--- src/rtl/cmx_pkg.sv ---
// shared constants, types and helpers for the complex matrix transpose product
`default_nettype none
package cmx_pkg;

   localparam int MAX_ROWS_A = 64;
   localparam int MAX_COLS   = 64;
   localparam int ROW_W      = 6;
   localparam int COL_W      = 6;
   localparam int DIM_W      = 7;
   localparam int VAL_W      = 16;
   localparam int MUL_W      = 2 * VAL_W;
   localparam int ACC_W      = 39;
   localparam int BROW_W     = 16;
   localparam int CSR_AW     = 3;
   localparam int CSR_DW     = 32;

   // register indexes, decoded from the word address
   localparam logic REG_ROWS_A = 1'b0;
   localparam logic REG_COLS   = 1'b1;

   // opcodes of an input item
   localparam logic OP_WRITE_A  = 1'b0;
   localparam logic OP_STREAM_B = 1'b1;

   typedef struct packed {
      logic [DIM_W-1:0] rows;
      logic [DIM_W-1:0] cols;
   } cmx_cfg_type;

   // broadcast from the sequencer to every cell
   typedef struct packed {
      logic                    a_we;
      logic [ROW_W-1:0]        a_row;
      logic [COL_W-1:0]        col;
      logic signed [VAL_W-1:0] wr_re;
      logic signed [VAL_W-1:0] wr_im;
      logic signed [VAL_W-1:0] b_re;
      logic signed [VAL_W-1:0] b_im;
      logic                    acc_en;
      logic [DIM_W-1:0]        acc_rows;
      logic                    finish;
      logic                    shift;
   } cmx_ctl_type;

   // clamp a dimension register into 1..limit
   function automatic logic [DIM_W-1:0] clamp_dim(input logic [DIM_W-1:0] v,
                                                  input logic [DIM_W-1:0] limit);
      logic [DIM_W-1:0] r;
      r = v;
      if (r == '0) r = DIM_W'(1);
      if (r > limit) r = limit;
      return r;
   endfunction

endpackage
`default_nettype wire

--- src/rtl/cmx_csr.sv ---
// configuration registers rows_a and cols behind the apb port
`default_nettype none
module cmx_csr (
   input  wire logic                         clock,
   input  wire logic                         reset,
   input  wire logic                         psel,
   input  wire logic                         penable,
   input  wire logic                         pwrite,
   input  wire logic [cmx_pkg::CSR_AW-1:0]   paddr,
   input  wire logic [cmx_pkg::CSR_DW-1:0]   pwdata,
   output logic      [cmx_pkg::CSR_DW-1:0]   prdata,
   output logic                              pready,
   output cmx_pkg::cmx_cfg_type              cfg
);
   import cmx_pkg::*;

   logic [DIM_W-1:0] rows_ff, rows_in;
   logic [DIM_W-1:0] cols_ff, cols_in;
   logic             wr_fire;
   logic             reg_sel;
   logic             unused_addr;

   assign pready  = 1'b1;
   assign wr_fire = psel && penable && pwrite && pready;
   assign reg_sel = paddr[2];

   always_comb begin
      rows_in = rows_ff;
      cols_in = cols_ff;
      if (wr_fire) begin
         unique case (reg_sel)
            REG_ROWS_A: rows_in = pwdata[DIM_W-1:0];
            REG_COLS:   cols_in = pwdata[DIM_W-1:0];
            default:    rows_in = rows_ff;
         endcase
      end
   end

   always_ff @(posedge clock) begin
      if (reset) begin
         rows_ff <= DIM_W'(MAX_ROWS_A);
         cols_ff <= DIM_W'(64);
      end else begin
         rows_ff <= rows_in;
         cols_ff <= cols_in;
      end
   end

   always_comb begin
      unique case (reg_sel)
         REG_ROWS_A: prdata = CSR_DW'(rows_ff);
         REG_COLS:   prdata = CSR_DW'(cols_ff);
         default:    prdata = '0;
      endcase
   end

   // cols is limited by both the store depth and the reach of the col field
   assign cfg.rows = clamp_dim(rows_ff, DIM_W'(MAX_ROWS_A));
   assign cfg.cols = clamp_dim(cols_ff, (MAX_COLS > 64) ? DIM_W'(64) : DIM_W'(MAX_COLS));

   assign unused_addr = ^{paddr[1:0], pwdata[CSR_DW-1:DIM_W]};
endmodule
`default_nettype wire

--- config.mk ---
export PLATFORM = sky130hd
export DESIGN_NAME = cmx_csr
export DESIGN_NICKNAME = d
export VERILOG_FILES = /design/src/rtl/cmx_pkg.sv /design/src/rtl/cmx_csr.sv
export SDC_FILE = /design/constraint.sdc
export NUM_CORES = 1
export LEC_CHECK = 0
export ABC_AREA = 1
export BUFFER_PORTS_ARGS = -buffer_cell sky130_fd_sc_hd__buf_2
export CAP_MARGIN = 20
export CORE_MARGIN = 2
export CORE_UTILIZATION = 40
export CTS_CLUSTER_SIZE = 8
export DETAILED_ROUTE_END_ITERATION = 8
export PLACE_DENSITY = 0.89
export SYNTH_ARGS = -nofsm -noshare
export SYNTH_HDL_FRONTEND = slang
export SYNTH_SLANG_ARGS = --single-unit
--- constraint.sdc ---
create_clock -name clock -period 2.4 [get_ports clock]
set_input_delay 0.24 -clock clock [delete_from_list [all_inputs] [get_ports clock]]
set_output_delay 0.24 -clock clock [all_outputs]
set_load 0.05 [all_outputs]
==> impl_metrics.yaml, run 1 <==
run_status:
  status: "completed"
sta:
  tns_ns: 0
  finalSetupViolations: 0
  hold_violations: 0
  fin_crit_sh: 0.649
  period_needed_ns: 1.56
  drv_slew: 0
  fin_skew_ns: 0
  relSlewSlack: 0.549
  worst_slack_ns: 0.842
  rsz0062_at_grt: "no"
  tightestPinTransition_ns: 0.674
  clock.fmax_ghz: 0.642
hold_path:
  hold_path.class: "in -> reg"
logic_synthesis:
  yosys.area.top_type: "dfxtp_1"
  ys_warn_count: 0
  postSynthCellCount: 163
  syn_avg_cell_area_sq_um: 6.16
  synth.area.top_cells: "dfxtp_1 28%, buf_4 20%, nor2_1 13%"
  syn_area_sq_mm: 0.00100
  ys_ff_latch: 14
  ys_seq_area_frac: 0.279
  synth_top_cell_area_share: 0.279
  ys_types: 16
grt:
  antenna_found_initial: 0
  grt_pass1_vias: 733
  grt_max_degree: 23
  grt_overflow: 0
  track_usage: 0.141
  grt_pass1_wl_um: 2880
clock_network:
  cts.sinks: 14
  ctsResizeCount: 0
  postCtsHoldBufs: 0
  clock_latency_ns: 0.27
  clk_path_buf_depth: 2
  root_buffer: "clkbuf_4"
  cts_buffers: 3
  cts.clk_slew.worst_paths_ns: 0.07
  cts_tree: "done"
  htreeDepth: 1
  postCtsSetupBuffers: 0
cells_and_area:
  syn2layout_area_growth_pct: 8.34
  fin_nets: 231
  layout_commonest_cell: "nor2_1"
  layout_common_cells: "35 x nor2_1, 33 x buf_2, 26 x conb_1"
  drive_gt1_frac: 0.212
  antenna_cells: 0
placed_design:
  dpl_worst_slack_ns: 1.13
  dp_hpwl_um: 1580
  gp_congestion: 0.793
  portBuffers: 33
die:
  num_rows: 18
  die_height_um: 54.1
  boundaryPins: 87
  fp.dieW_um: 54.1
  start_util: 0.413
  core_area_sq_mm: 0.00243
  die_area_sq_mm: 0.00293
critical_path:
  worst_setup_path_start_kind: "flip-flop"
  critPathMaxFanout: 5
  critical_path.endpoint_type: "output pin"
  cp.required_ns: 2.16
  crit_type: "reg -> out"
  arrival_ns: 1.32
power:
  p_leak_nw: 0.576
  ir_drop_mv: 0.233
  p_per_area_mw_per_mm2: 532
detailed_routing:
  ant_nets: 0
  drt_iter0_markers: 16
  vias: 946
  drt_first_pass_iters: 6
  routed_wl_um: 1970
  routedWlPerCell_um: 9.00
  drc_errors: 0
  vias_per_cell: 4.32
run:
  cap_violations: 0
==> worst paths after layout <==
check,start,end,depth (start not counted),slack [ns]
hold / removal,pwdata[6],cols_ff[6]$_SDFFE_PP1P_,3,0.20
setup reg to reg,cols_ff[6]$_SDFFE_PP1P_,cols_ff[6]$_SDFFE_PP1P_,2,1.66
hold reg to reg,rows_ff[5]$_SDFFE_PP0P_,rows_ff[5]$_SDFFE_PP0P_,2,0.51
setup / recovery,rows_ff[4]$_SDFFE_PP0P_,cfg[12],4,0.84
==> synthesized netlist by cell type <==
cell type and n:
buf_4 27, nand3_1 16, nand3_2 1, inv_2 1, clkbuf_1 5, o21ai_0 8
dfxtp_1 14, nor2_2 1, inv_1 18, buf_2 2, nor2_1 35, nand2_1 24
a21boi_0 2, conb_1 2, a21oi_1 6, nor2_4 1
==> logic make-up (layout without fill, tap and decap cells) <==
family,count (synthesis),after routing,share of synthesized area
AOI/OAI and AO/OA,16,16,0.0847
buffers and inverters,53,55,0.301
DFF,14,14,0.279
other,2,26,0.00747
and+or+nand+nor,78,78,0.328
==> cell type report <==
class / instances / area (sq um)
clock buffers: 3 / 22.5
well taps: 30 / 37.5
fillers: 280 / 1340
repair buffers: 33 / 165
flip-flops and latches: 14 / 280
inverters: 19 / 71.3
multi-input cells: 120 / 512
==> sequential cells by signal (all words and copies together), names as in the netlist <==
| name | cells |
|---|---|
| cols_ff | 7 |
| rows_ff | 7 |
==> per-stage QoR <==
stage               power [W]  hold WS [ns]  utilization  std cells  cell area, sq um
CTS                  0.000582         0.192        0.448        219              1090
floorplan            0.000463         0.366            -        187              1090
detailed placement   0.000459         0.480        0.438        216              1070
global route         0.000606         0.234        0.448        219              1090
finish               0.000579         0.203        0.448        219              1090
global placement     0.000457         0.479        0.438        216              1070
==> worst max-delay path, cell delays in order, from the launching register on <==
cell	delay (ns)
dfxtp_1	0.34
nor2_1	0.11
nand3_1	0.16
a21oi_1	0.16
buf_2	0.28
==> metal layers <==
layer | track usage | share of wire | wire length, um
met2 | 0.215 | 0.40 | 782
met4 | 0.113 | 0.027 | 53
met3 | 0.00833 | 0.091 | 180
met5 | 0 | 0 | 0
met1 | 0.182 | 0.48 | 954
==> report_power, final <==
group	switching, W	total, W	internal (W)
clock	0.0000667	0.000125	0.0000581
sequential	0.00000927	0.000250	0.000240
combinational	0.000173	0.000204	0.0000316
total	0.000249	0.000579	0.000330
Note: power is estimated with default switching activity, not from simulation.
==> inputs of run 2 (changes only) <==
ABC_AREA = 0   (was 1)
CORE_ASPECT_RATIO = 2   (was unset)
CORE_UTILIZATION = 38   (was 40)
PLACE_DENSITY = 0.85   (was 0.89)
clock period = 1.5 ns   (was 2.4 ns; I/O delays follow)
==> run 2 against run 1 <==
The flow now finishes with violations (setup timing). Highest routed layer unchanged. Via count decreased by 22%. Final area grew 8.2%. Worst hold slack worse by 0.034 ns. Power grew 76%. Synthesized cell count is 33% lower. Critical path depth is 1 lower. Die area grew 8.3%. Clock power grew to 3.0 times the previous value. Clock skew unchanged. Sequential share of layout area is 1.6 points lower. Worst setup slack worse by 0.90 ns. Largest power group unchanged.
==> impl_metrics.yaml, run 2 <==
die:
  die_height_um: 77.7
  fp.dieW_um: 40.8
  boundaryPins: 87
  num_rows: 26
  die_area_sq_mm: 0.00317
  core_area_sq_mm: 0.00257
  start_util: 0.401
power:
  ir_drop_mv: 0.419
  p_leak_nw: 0.590
  p_per_area_mw_per_mm2: 867
critical_path:
  cp.required_ns: 1.35
  r2r_start: "rows_ff[6]$_SDFFE_PP1P_"
  r2r_end: "rows_ff[6]$_SDFFE_PP1P_"
  critical_path.endpoint_type: "output pin"
  ff2ff_setup_slack_ns: 0.68
  reg2reg_depth: 2
  crit_type: "reg -> out"
  arrival_ns: 1.41
  critPathMaxFanout: 4
  crit_start: "rows_ff[1]$_SDFFE_PP0P_"
  worst_setup_path_start_kind: "flip-flop"
sta:
  clock.fmax_ghz: 0.641
  hold_violations: 0
  fin_skew_ns: 0
  fin_crit_sh: 1.04
  drv_slew: 0
  tns_ns: -0.111
  worst_slack_ns: -0.0613
  finalSetupViolations: 2
  rsz0062_at_grt: "yes"
  period_needed_ns: 1.56
hold_path:
  hold_depth: 3
  hp-start: "pwdata[6]"
  hold_path.class: "in -> reg"
  hold_end: "cols_ff[6]$_SDFFE_PP1P_"
detailed_routing:
  vias: 741
  vias_per_cell: 4.49
  drt_iter0_markers: 6
  routed_wl_um: 1950
  drt_first_pass_iters: 2
  ant_nets: 0
  drc_errors: 0
  routedWlPerCell_um: 11.8
logic_synthesis:
  synth_edf_count: 0
  yosysMostFrequentCell: "buf_4"
  ys.flop_type: "dfxtp_1"
  netlist_top_cells_count: "26 x buf_4, 20 x nand2b_1, 14 x dfxtp_1, 14 x mux2i_1, 10 x nor2b_1"
  syn_area_sq_mm: 0.00103
  ys_ff_latch: 14
  synth_top_cell_area_share: 0.272
  yosys.area.top_type: "dfxtp_1"
  synth.area.top_cells: "dfxtp_1 27%, buf_4 19%, mux2i_1 14%"
  ys_types: 14
  synthArstFlopShare: 0
  syn_avg_cell_area_sq_um: 9.37
  ys_warn_count: 0
  postSynthCellCount: 110
  ys_seq_area_frac: 0.272
cells_and_area:
  reg.largest.list: "cols_ff (7), rows_ff (7)"
  fin_cells: 165
  seqCellArea_sq_um: 284
  multiInputGateArea_sq_um: 626
  antenna_cells: 0
  layout_common_cells: "31 x buf_2, 26 x conb_1, 20 x nand2b_1"
  fill_cells: 264
  fin_nets: 178
  drive_gt1_frac: 0.380
  syn2layout_area_growth_pct: 14.2
  layout_commonest_cell: "buf_2"
run:
  cap_violations: 0
clock_network:
  postCtsHoldBufs: 0
  cts.sinks: 14
  clock_latency_ns: 0.25
  root_buffer: "clkbuf_8"
  clk_path_buf_depth: 2
  cts.clk_slew.worst_paths_ns: 0.06
  cts_tree: "done"
  htreeDepth: 1
  cts_buffers: 3
grt:
  grt_pass1_wl_um: 2870
  track_usage: 0.133
  grt_max_degree: 22
  grt_pass1_vias: 676
  antenna_found_initial: 0
  grt_overflow: 0
run_status:
  violations: "setup timing"
  status: "complete, but fails checks"
placed_design:
  portBuffers: 33
  dp_hpwl_um: 1540
  dp_cells: 161
  gp_congestion: 0.680
==> run 2: cell type report <==
class,instances,share of cell area
Sequential cell,14,0.241
Tap cell,28,0.0298
Multi-Input combinational cell,86,0.531
Timing Repair Buffer,33,0.151
Clock buffer,4,0.0468
==> run 2: worst max-delay path, stage by stage (launching register included) <==
cell	delay, ns
dfxtp_2	0.33
or3_4	0.39
o41ai_4	0.23
buf_6	0.20
==> run 2: metal layers <==
layer,part of all wire,global-route usage
met5,0,0
met1,0.37,0.138
met3,0.088,0.0257
met2,0.50,0.211
met4,0.035,0.100
==> run 2: power by group <==
group	total (W)	internal, W	switching [W]
logic	0.000255	0.0000504	0.000205
clock network	0.000374	0.000233	0.000141
registers	0.000392	0.000381	0.0000114
total	0.00102	0.000664	0.000357
==> run 2: worst max path at each step <==
stage | endpoint | slack [ns]
2_1_floorplan | cfg[7] | 0.03
3_3_place_gp | cfg[7] | 0.10
3_5_place_dp | cfg[7] | 0.09
4_1_cts | cfg[7] | -0.08
5_1_grt | cfg[7] | -0.11
6_report | cfg[7] | -0.06
==> run 2: stage by stage <==
stage	setup WS, ns	utilization	hold WS [ns]	power, W	instance area [sq um]
3_3_place_gp	0.101	0.426	0.418	0.000648	1100
4_1_cts	-0.0755	0.458	0.177	0.00102	1180
6_report	-0.0613	0.458	0.169	0.00102	1180
5_1_grt	-0.110	0.458	0.198	0.00105	1180
3_5_place_dp	0.0862	0.426	0.438	0.000651	1100
2_1_floorplan	0.0268	-	0.321	0.000675	1140
==> run 2: cell families after synthesis <==
family | Yosys count | synth area share
simple gates | 37 | 0.237
buf+inv | 34 | 0.240
mux | 21 | 0.212
flops | 14 | 0.272
compound gates | 2 | 0.0316
other cells | 2 | 0.00728
==> run 2: timing repair <==
action	4_1_cts	5_1_grt
pin swaps	0	0
gates resized for setup	8	1
endpoints found under the hold margin	0	0
buffers inserted	0	0
endpoints found under the setup margin	2	3
==> inputs of run 3 (changes only) <==
BUFFER_PORTS_ARGS = unset   (was -buffer_cell sky130_fd_sc_hd__buf_2)
CORE_ASPECT_RATIO = unset   (was 2)
CORE_UTILIZATION = 45   (was 38)
DONT_BUFFER_PORTS = 1   (was unset)
PLACE_DENSITY = 0.65   (was 0.85)
==> run 3 against run 2 <==
The run still ends with setup timing left. Power is 19% lower. Clock skew unchanged. First-iteration DRC count down 67%. Via count fell by 9.4%. Critical path depth did not move. Routed wire length down 1.5%. Critical endpoint unchanged. Non-clock buffer count shrank 18.
==> impl_metrics.yaml, run 3 (same netlist as run 2, synthesis figures left out) <==
die:
  die_height_um: 51.9
  start_util: 0.471
  die_area_sq_mm: 0.00269
  boundaryPins: 87
  fp.dieW_um: 51.9
  core_area_sq_mm: 0.00219
  num_rows: 17
detailed_routing:
  drc_errors: 0
  drt_first_pass_iters: 4
  drt_iter0_markers: 2
  vias_per_cell: 4.60
  routedWlPerCell_um: 13.1
  ant_nets: 0
  vias: 671
  routed_wl_um: 1920
critical_path:
  r2r_start: "rows_ff[6]$_SDFFE_PP1P_"
  crit_start: "rows_ff[1]$_SDFFE_PP0P_"
  reg2reg_depth: 2
  worst_setup_path_start_kind: "flip-flop"
  timing.critical_path.to: "cfg[7]"
  r2r_end: "rows_ff[6]$_SDFFE_PP1P_"
  crit_type: "reg -> out"
  cp.required_ns: 1.35
  ff2ff_setup_slack_ns: 0.62
  critical_path.endpoint_type: "output pin"
  critPathMaxFanout: 4
  arrival_ns: 1.49
power:
  pwr-share-clk: 0.251
  seq_power_share: 0.471
  p_total_w: 0.000832
  ir_drop_mv: 0.382
  pwr-share-comb: 0.278
  switching_power_w: 0.000316
  p_per_area_mw_per_mm2: 745
  p_leak_nw: 0.510
  p_int_w: 0.000516
  swShare: 0.380
sta:
  worst_slack_ns: -0.136
  clock.fmax_ghz: 0.611
  fin_skew_ns: 0
  drv_slew: 0
  hold_violations: 0
  period_needed_ns: 1.64
  rsz0062_at_grt: "yes"
  fin_crit_sh: 1.09
  finalSetupViolations: 2
grt:
  grt_pass1_wl_um: 2880
  antenna_found_initial: 0
  grt_overflow: 0
  track_usage: 0.151
  grt_pass1_vias: 618
  grt_max_degree: 22
placed_design:
  gp_congestion: 0.758
  portBuffers: 0
  place_area_sq_mm: 0.00108
  dp_hpwl_um: 1450
cells_and_area:
  drive_gt1_frac: 0.280
  reg.largest.list: "cols_ff (7), rows_ff (7)"
  syn2layout_area_growth_pct: 8.37
  finalInstanceArea_sq_mm: 0.00112
  layout_common_cells: "26 x conb_1, 20 x nand2b_1, 14 x mux2i_1"
  layout_commonest_cell: "conb_1"
  final_util: 0.510
  fin_nets: 160
  antenna_cells: 0
clock_network:
  clock_latency_ns: 0.27
  root_buffer: "clkbuf_4"
  cts.sinks: 14
  clk_path_buf_depth: 2
  cts.clk_slew.worst_paths_ns: 0.08
  cts_buffers: 3
  htreeDepth: 1
  cts_tree: "done"
  postCtsHoldBufs: 0
run:
  cap_violations: 0
run_status:
  violations: "setup timing"
  status: "complete, but fails checks"
hold_path:
  hold_path.class: "in -> reg"
run 3: cell types whose count changed in the layout (fill, tap and decap cells not counted):
cell | before | now
buf_2 | 31 | 0
buf_4 | 0 | 12
clkbuf_8 | 4 | 0
buf_12 | 0 | 3
clkbuf_4 | 0 | 3
buf_6 | 2 | 0
run 3: worst min path at each step:
stage | from | endpoint | slack (ns) | cells after the start
after global placement | reset | cols_ff[6]$_SDFFE_PP1P_ | 0.31 | 2
after detailed placement | reset | cols_ff[6]$_SDFFE_PP1P_ | 0.34 | 2
after floorplan | pwdata[6] | rows_ff[6]$_SDFFE_PP1P_ | 0.32 | 2
after global routing | reset | cols_ff[6]$_SDFFE_PP1P_ | 0.04 | 2
final | pwdata[1] | rows_ff[1]$_SDFFE_PP0P_ | 0.05 | 2
after CTS | pwdata[1] | rows_ff[1]$_SDFFE_PP0P_ | 0.04 | 2
run 3: final cells by class:
type | instances | area (sq um)
Fill cell | 213 | 1070
Multi-Input combinational cell | 86 | 626
Sequential cell | 14 | 284
Timing Repair Buffer | 15 | 150
Tap cell | 28 | 35.0
Clock buffer | 3 | 22.5
run 3: stage by stage:
step	hold WS, ns	setup TNS (ns)	cells	setup slack [ns]
after floorplan	0.321	0	134	0.0268
after global placement	0.311	0	143	0.145
after detailed placement	0.336	0	143	0.146
after CTS	0.0389	-0.267	146	-0.137
after global routing	0.0367	-0.391	146	-0.220
final	0.0482	-0.250	146	-0.136
run 3: repair_timing:
item / 4_1_cts / 5_1_grt
setup endpoints to repair: 2 / 2
buffers inserted: 0 / 0
pin swaps: 0 / 0
gates resized for setup: 4 / 1
run 3: layer usage:
metal / track usage / up-vias / wire [um]
li1: - / 324 / -
met1: 0.169 / 309 / 744
met2: 0.262 / 38 / 989
met3: 0.0431 / 0 / 183
met4: 0.0658 / 0 / 0
met5: 0 / - / 0
run 3: critical path: stages, from the launching register on:
cell	delay (ns)
dfxtp_2	0.34
or3_4	0.40
o41ai_4	0.29
buf_12	0.18
run 3: power by group through the flow:
stage / combinational [W] / clock [W] / sequential (W)
6_report: 0.000231 / 0.000209 / 0.000392
5_1_grt: 0.000240 / 0.000237 / 0.000393
4_1_cts: 0.000231 / 0.000215 / 0.000392
3_5_place_dp: 0.000228 / 0 / 0.000400
3_3_place_gp: 0.000226 / 0 / 0.000399
2_1_floorplan: 0.000280 / 0 / 0.000395
